### src/sv/bignum_short_divide_stream_assert.svh
// assertion macros for the short divide stream
`ifndef BIGNUM_SHORT_DIVIDE_STREAM_ASSERT_SVH
`define BIGNUM_SHORT_DIVIDE_STREAM_ASSERT_SVH

`ifndef SYNTHESIS

`define BSDS_ASSERT(lbl, clk, rst_n, prop) \
    lbl: assert property (@(posedge clk) disable iff (!rst_n) (prop)) \
        else $error("assertion failed: lbl");

`define BSDS_ASSERT_NEXT(lbl, clk, rst_n, pre, post) \
    lbl: assert property (@(posedge clk) disable iff (!rst_n) (pre) |=> (post)) \
        else $error("assertion failed: lbl");

`else

`define BSDS_ASSERT(lbl, clk, rst_n, prop)
`define BSDS_ASSERT_NEXT(lbl, clk, rst_n, pre, post)

`endif

`endif

### src/sv/bsds_pkg.sv
package bsds_pkg;

    localparam int HALF_DIGIT_BITS = 15;
    localparam int MAX_DIGITS      = 64;

    localparam int DIGIT_BITS = 2 * HALF_DIGIT_BITS;
    localparam int DIV_W      = 15;
    localparam int IDX_W      = 7;
    localparam int REM_W      = DIV_W + 1;
    localparam int CNT_W      = $clog2(DIGIT_BITS);

    typedef struct packed {
        logic [DIGIT_BITS-1:0] digit;
        logic [IDX_W-1:0]      digit_index;
        logic [DIV_W-1:0]      divisor;
        logic                  negative;
        logic                  first;
    } t_in_req;

    typedef struct packed {
        logic [DIGIT_BITS-1:0]   quotient_digit;
        logic [IDX_W-1:0]        out_index;
        logic signed [REM_W-1:0] remainder;
        logic [IDX_W-1:0]        top_index;
        logic                    quotient_negative;
        logic                    last;
    } t_out_req;

endpackage

### src/sv/bignum_short_divide_stream.sv
// a request is accepted in the idle state; the divide state then makes one quotient bit
// per step on the shared 16-bit compare/subtract unit, and the finish state writes the
// output register; no new request is taken until the finish state returns to idle
// a finished result waits in the output register while the next request is taken;
// a stalled result still in that register holds the finish cycle
// reset (synchronous, active low): remainder 0, divisor 1, sign 0, no nonzero digit seen
`include "bignum_short_divide_stream_assert.svh"

module bignum_short_divide_stream
    import bsds_pkg::*;
(
    input  logic     i_clk,
    input  logic     i_rst_n,
    input  logic     i_in_valid,
    output logic     o_in_stall,
    input  t_in_req  i_in_req,
    output logic     o_out_valid,
    input  logic     i_out_stall,
    output t_out_req o_out_req
);

    typedef enum logic [1:0] {
        S_IDLE,
        S_DIV,
        S_FIN
    } t_state;

    t_state                r_state;
    logic [DIV_W-1:0]      r_rem;
    logic [DIV_W-1:0]      r_div;
    logic                  r_sign;
    logic [IDX_W-1:0]      r_high;
    logic [DIGIT_BITS-1:0] r_digit;
    logic [DIGIT_BITS-1:0] r_quo;
    logic [IDX_W-1:0]      r_idx;
    logic [CNT_W-1:0]      r_cnt;
    logic                  r_out_valid;
    t_out_req              r_out_req;

    logic                  in_accept;
    logic [DIV_W-1:0]      n_div;
    logic [DIV_W-1:0]      base_rem;
    logic [DIV_W-1:0]      n_rem_start;
    logic [REM_W-1:0]      trial;
    logic [REM_W-1:0]      div_ext;
    logic [REM_W-1:0]      diff;
    logic                  ge;
    logic [DIV_W-1:0]      n_rem_step;
    logic [IDX_W-1:0]      rec_idx;
    logic [IDX_W-1:0]      n_high;
    logic [REM_W-1:0]      rem_ext;
    logic                  out_free;

    assign in_accept  = i_in_valid && !o_in_stall;
    assign o_in_stall = (r_state != S_IDLE);
    assign out_free   = !r_out_valid || !i_out_stall;

    // divisor and sign latch at the first digit; zero divisor acts as one
    always_comb begin
        if (i_in_req.first) begin
            n_div    = (i_in_req.divisor == '0) ? DIV_W'(1) : i_in_req.divisor;
            base_rem = '0;
        end else begin
            n_div    = r_div;
            base_rem = r_rem;
        end
        n_rem_start = (base_rem >= n_div) ? '0 : base_rem;
    end

    // shared shift-subtract unit: one quotient bit per cycle
    always_comb begin
        trial      = {r_rem, r_digit[DIGIT_BITS-1]};
        div_ext    = {1'b0, r_div};
        diff       = trial - div_ext;
        ge         = (trial >= div_ext);
        n_rem_step = ge ? diff[DIV_W-1:0] : trial[DIV_W-1:0];
    end

    always_comb begin
        rec_idx = (r_idx > IDX_W'(MAX_DIGITS)) ? IDX_W'(MAX_DIGITS) : r_idx;
        n_high  = ((r_quo != '0) && (rec_idx > r_high)) ? rec_idx : r_high;
        rem_ext = {1'b0, r_rem};
    end

    always_ff @(posedge i_clk) begin
        if (!i_rst_n) begin
            r_state     <= S_IDLE;
            r_rem       <= '0;
            r_div       <= DIV_W'(1);
            r_sign      <= 1'b0;
            r_high      <= '0;
            r_cnt       <= '0;
            r_out_valid <= 1'b0;
        end else begin
            // the finish state refills the output register itself
            if (r_out_valid && !i_out_stall && (r_state != S_FIN)) begin
                r_out_valid <= 1'b0;
            end
            case (r_state)
                S_IDLE: begin
                    if (in_accept) begin
                        r_div   <= n_div;
                        r_rem   <= n_rem_start;
                        r_digit <= i_in_req.digit;
                        r_idx   <= i_in_req.digit_index;
                        r_quo   <= '0;
                        r_cnt   <= '0;
                        if (i_in_req.first) begin
                            r_sign <= i_in_req.negative;
                            r_high <= '0;
                        end
                        r_state <= S_DIV;
                    end
                end
                S_DIV: begin
                    r_rem   <= n_rem_step;
                    r_quo   <= {r_quo[DIGIT_BITS-2:0], ge};
                    r_digit <= {r_digit[DIGIT_BITS-2:0], 1'b0};
                    r_cnt   <= r_cnt + CNT_W'(1);
                    if (r_cnt == CNT_W'(DIGIT_BITS - 1)) begin
                        r_state <= S_FIN;
                    end
                end
                S_FIN: begin
                    if (out_free) begin
                        r_high                   <= n_high;
                        r_out_valid              <= 1'b1;
                        r_out_req.quotient_digit <= r_quo;
                        r_out_req.out_index      <= r_idx;
                        if (r_idx == IDX_W'(1)) begin
                            r_out_req.remainder <= r_sign ? $signed(REM_W'(0) - rem_ext)
                                                          : $signed(rem_ext);
                            r_out_req.top_index <= (n_high == '0) ? IDX_W'(1) : n_high;
                            r_out_req.quotient_negative <= r_sign && (n_high != '0);
                            r_out_req.last      <= 1'b1;
                        end else begin
                            r_out_req.remainder         <= '0;
                            r_out_req.top_index         <= '0;
                            r_out_req.quotient_negative <= 1'b0;
                            r_out_req.last              <= 1'b0;
                        end
                        r_state <= S_IDLE;
                    end
                end
                default: begin
                    r_state <= S_IDLE;
                end
            endcase
        end
    end

    assign o_out_valid = r_out_valid;
    assign o_out_req   = r_out_req;

    `BSDS_ASSERT_NEXT(a_accept_starts_div, i_clk, i_rst_n, in_accept, r_state == S_DIV)
    `BSDS_ASSERT(a_rem_below_div, i_clk, i_rst_n, (r_state != S_DIV) || (r_rem < r_div))
    `BSDS_ASSERT(a_div_nonzero, i_clk, i_rst_n, r_div != '0)
    `BSDS_ASSERT_NEXT(a_fin_waits, i_clk, i_rst_n,
                      (r_state == S_FIN) && r_out_valid && i_out_stall, r_state == S_FIN)

endmodule

### config.mk
export PLATFORM = sky130hd
export DESIGN_NAME = bignum_short_divide_stream
export DESIGN_NICKNAME = d
export VERILOG_FILES = /design/src/sv/bsds_pkg.sv /design/src/sv/bignum_short_divide_stream.sv
export VERILOG_INCLUDE_DIRS = /design/src /design/src/sv
export SDC_FILE = /design/constraint.sdc
export NUM_CORES = 1
export LEC_CHECK = 0
export BUFFER_PORTS_ARGS = -buffer_cell sky130_fd_sc_hd__buf_2
export CORE_ASPECT_RATIO = 0.6
export CORE_UTILIZATION = 25
export DETAILED_ROUTE_END_ITERATION = 8
export PLACE_DENSITY_LB_ADDON = 0.08
export REMOVE_ABC_BUFFERS = 1
export SLEW_MARGIN = 20
export SYNTH_ARGS = -nofsm -noshare
export SYNTH_HDL_FRONTEND = slang
export SYNTH_SLANG_ARGS = --single-unit
### constraint.sdc
create_clock -name i_clk -period 9.42 [get_ports i_clk]
set_input_delay 0.471 -clock i_clk [delete_from_list [all_inputs] [get_ports i_clk]]
set_output_delay 0.471 -clock i_clk [all_outputs]
set_load 0.005 [all_outputs]
# Word level (Yosys, flattened, before mapping)
# Cells that the tools add are included.
[word_totals]
out_inout_bits = 64
inputBits = 58
word_cells = 91
regBits = 175
[classes]
add_sub_neg = 3
muxes = 29
bitwise_logic = 1
reduce_logical = 27
n_lt_le_gt_ge = 4
eq_ne = 9
[op_table]
columns = ["cell", "count"]
rows = [
  ["$pmux W30 S2", 2],
  ["$mux W15", 7],
  ["$mux W30", 2],
  ["$mux W7", 5],
  ["$pmux W15 S2", 1],
  ["$reduce_bool A30 Y1", 1],
  ["$ge A16 B15 Y1", 1],
  ["$sub A1 B15 Y16 const A", 1],
  ["$ge A15 B15 Y1", 1],
  ["$logic_not A15 Y1", 1],
  ["$reduce_and A3 Y1", 5],
  ["$sub A15 B15 Y15", 1],
  ["$pmux W7 S2", 1],
  ["$ne A2 B2 Y1 const B", 5],
  ["$pmux W5 S2", 1],
  ["$eq A7 B1 Y1 const B", 1],
  ["$gt A7 B7 Y1", 1],
  ["$gt A7 B7 Y1 const B", 1],
  ["$logic_not A7 Y1", 1],
  ["$reduce_bool A7 Y1", 1],
  ["$mux W2", 3],
  ["$pmux W2 S3", 1],
  ["$reduce_and A2 Y1", 3],
  ["$reduce_bool A2 Y1", 3],
  ["other kinds (13)", 23],
]

# Logic depth before layout (Yosys ltp)
[logic_depth]
depth_word = 7
depth_mapped = 13
mapped_depth_nobuf = 11

# Worst setup path before layout
# No wires, ideal clock.
[synth_timing]
kind = "input -> register"
start = "input port i_rst_n"
end = "register r_out_req (netlist bit o_out_req[0]) (enable)"
path_buffers = 1
setup_time_ps = 571
required_time_ps = 8849
setup_slack_ps = 3566
arrival_ps = 5282
path_stages = 3
cell_sequence = "inv_1 > clkbuf_1 > nor3b_1"
[synth_via]
elab_chain_cells = 1
[synth_rtl]
columns = ["item", "line", "rtl"]
rows = [
  ["start, declared", "bignum_short_divide_stream.sv:13", "input logic i_rst_n,"],
  ["$reduce_and A3 Y1 (no line)", "-", ""],
  ["end, declared", "bignum_short_divide_stream.sv:38", "t_out_req r_out_req;"],
]
# No other way between the ends.
# A chain may end at the register's enable or synchronous reset.

# Worst setup path in the final report
[layout_timing]
start = "input port i_in_req[0] (netlist bit)"
end = "register r_rem[7]"
[layout_via]
elab_chain_cells = 5
word_cells_on_any_way = 6
classes_between = "order compare (1); mux (5)"
[layout_rtl]
columns = ["item", "line", "rtl"]
rows = [
  ["start, declared", "bignum_short_divide_stream.sv:16", "input t_in_req i_in_req,"],
  ["$mux W15", "bignum_short_divide_stream.sv:60", "if (i_in_req.first) begin"],
  ["net n_div[0]", "bignum_short_divide_stream.sv:41", "logic [DIV_W-1:0] n_div;"],
  ["$ge A15 B15 Y1", "bignum_short_divide_stream.sv:67", "n_rem_start = (base_rem >= n_div) ? '0 : base_rem;"],
  ["$mux W15", "bignum_short_divide_stream.sv:67", ""],
  ["$mux W15", "bignum_short_divide_stream.sv:101", "if (in_accept) begin"],
  ["$pmux W15 S2", "bignum_short_divide_stream.sv:99", "case (r_state)"],
  ["end signal, assigned", "bignum_short_divide_stream.sv:103", "r_rem <= n_rem_start;"],
  ["end signal, assigned", "bignum_short_divide_stream.sv:116", "r_rem <= n_rem_step;"],
  ["end, declared", "bignum_short_divide_stream.sv:29", "logic [DIV_W-1:0] r_rem;"],
]
# The timed path passes the listed nets, and every way through them passes these cells. The select of a mux whose other input is x is not followed.

==> impl_metrics.toml <==
[timing]
holdWs_ns = 0.1996
hold_viol = 0
clock_skew_ns = 0.01281
setup_ws_ns = 5.689
worst_pin_slew_ns = 0.9936
maxSlewHeadroom_pct = 33.76
rsz0062_at_grt = "no"
max_freq_ghz = 0.2680
period_share_pct = 39.61
setup_tns_ns = 0
min_period_ns = 3.731
setup_viol = 0
slew_viol_final = 0

[die]
start_util_pct = 25.67
core_um2 = 32740
num_rows = 51
dieArea_um2 = 34370
die_w_um = 238.7
io_pins = 122
die-height_um = 144

[clock_network]
postCtsSetupBuffers = 0
hold_buffers = 0
path_clk_slew_ns = 0.08
clock_sinks = 175
cts_root_buf = "clkbuf_16"
cts_tree = "built"
numCtsBuffers = 17
htreeDepth = 4
clockBufferDepth = 2
ctsResizeCount = 0
clk_latency_ns = 0.45

[drt]
avgRoutedWirePerCell_um = 17.10
drt-initial-drc-count = 370
drc = 0
vias = 6066
drt_pass1_iterations = 4
drtAntennaViolNets = 0
wl_um = 23240
via_per_inst = 4.464

[yosys]
synth_top_area_cell = "edfxtp_1"
syn_avg_cell_area_um2 = 10.80
ys_warn_count = 0
synth_seq_area_share_pct = 57.07
synth_area_um2 = 8402
synthDominantCellAreaShare_pct = 46.11
syn_inst = 778
yosys_most_used_dff = "edfxtp_1"
ys_ff_latch = 175
synthTopCellsByArea = "edfxtp_1 46%, dfxtp_1 11%, ha_1 6.0%"
synth_cell_types = 56
ys_async_sr_fraction_pct = 0
synth_edf_count = 129

[run_status]
outcome = "finished clean"

[setup_path]
path_buf_inv = 2
cpMostUsedCell = "a21oi_1"
path_class = "in -> reg"
critPathRequiredTime_ns = 9.81
cp-start-kind = "input pin"
max_stage_delay_ns = 0.63
crit_family = "compound AO/OA/AOI/OAI gates"
cp.arrival_ns = 4.12
path_cells = "buf_2 > inv_1 > a41oi_1 > a21oi_1 > ha_1 > nand2b_1 > a21o_1 > a21oi_1 > o21ai_0 > a221oi_1 > o31a_1 > a22o_1"
crit_path_top_delay_cell = "o31a_1"
cp_max_fo = 28
cp-end-kind = "flip-flop"

[power_and_ir_drop]
power_density_nw_per_um2 = 267.6
fin_total_pwr_mw = 2.717
p_leak_nw = 4.013
vdd_drop_max_mv = 0.1385

[finish]
final_core_util_pct = 31.02
layout_common_cells = "129 x nand2_1, 129 x edfxtp_1, 121 x buf_2"
drive_above_1_share_pct = 18.61
areaGrowthSynthToFinish_pct = 20.86
final_area_um2 = 10150
nNetsFinal = 994
final_cells = 1359

[grt]
grt_pass1_vias = 5852
antenna_found_initial = 1
grt_max_degree = 66
grt_pass1_wl_um = 35660
grt_usage_pct = 13.89
gr-total-overflow = 0

[placed_design]
dp.cells = 1326
dpl.hpwl_um = 16970
port_buffers = 121
place_congestion = 0.8042
place_area_um2 = 9523
dp_slack_ns = 5.350

[worst_hold_path]
hp-class = "in -> reg"

[run]
max-cap-violations = 0
## routing by layer
metal | up-vias | share of wire (%) | routed length, um | track usage, %
li1 | 3048 | - | - | -
met1 | 2902 | 58 | 13430 | 22.60
met2 | 103 | 37 | 8703 | 17.49
met3 | 13 | 3.8 | 881 | 3.054
met4 | 0 | 0.94 | 218 | 3.812
met5 | - | 0 | 0 | 0
## state kept, by name, indices dropped and copies added (netlist names)
| signal | cells |
|---|---|
| r_div | 15 |
| r_rem | 15 |
| r_high | 7 |
| r_idx | 7 |
| o_out_valid | 1 |
| r_cnt | 5 |
| r_quo | 30 |
| r_state | 2 |
| r_sign | 1 |
| r_digit | 30 |
| o_out_req | 62 |
## worst register-to-register path: stages (launching register included)
cell	delay [ns]
edfxtp_1	0.54
nor2b_1	0.36
ha_1	0.20
nor2b_1	0.13
o21a_1	0.12
o21ai_0	0.08
a311oi_2	0.88
nand3b_1	0.55
nand4_1	0.25
o31ai_1	0.09
## cell usage after synthesis (all sizes together), types with 6 or more instances
cell type  count
a211oi        10
a21o           7
a21oi         36
a22o          14
and2          31
buf            6
clkbuf        24
dfxtp         46
edfxtp       129
ha            40
inv           33
mux2i         17
nand2        129
nand2b         6
nand3         12
nand4          9
nor2          63
nor2b         25
nor3          15
nor4          11
o21ai         27
o2bb2ai       11
o31ai          6
xnor2          7
xor2          12
## report_power, final
part / switching, mW / internal, mW
logic: 0.580 / 0.418
registers: 0.0928 / 0.882
clock network: 0.377 / 0.368
## cell families (layout without fill, tap and decap cells)
| group | after synthesis | after routing | synth area share (%) |
|---|---|---|---|
| other | 0 | 1 | 0 |
| flip-flops | 175 | 175 | 57.07 |
| multiplexers | 17 | 17 | 2.025 |
| adder cells (fa/ha/maj) | 41 | 41 | 6.195 |
| buffers and inverters | 63 | 193 | 2.979 |
| AO/OA/AOI/OAI | 144 | 144 | 11.84 |
| AND/OR/NAND/NOR | 319 | 319 | 17.92 |
| XOR/XNOR | 19 | 19 | 1.981 |
## worst paths after layout
path | endpoint | start | slack [ns] | cells after the start
worst min register to register | o_out_req[25]$_DFFE_PP_ | r_idx[0]$_DFFE_PP_ | 0.45 | 0
worst min-delay path | r_idx[5]$_DFFE_PP_ | i_in_req[22] | 0.20 | 1
worst max-delay path | r_rem[7]$_SDFFE_PN0P_ | i_in_req[0] | 5.69 | 12
worst max register to register | r_high[0]$_SDFFE_PN0P_ | r_idx[6]$_DFFE_PP_ | 6.08 | 9
## area by class of cell
type | instances | area (um2)
Fill cell | 3424 | 22580
Sequential cell | 175 | 4795
Multi-Input combinational cell | 540 | 3388
Timing Repair Buffer | 128 | 658.1
Tap cell | 450 | 563.0
Clock buffer | 17 | 425.4
Clock inverter | 15 | 198.9
Inverter | 33 | 123.9
Antenna cell | 1 | 2.502
(Power assumes the default switching activity.)
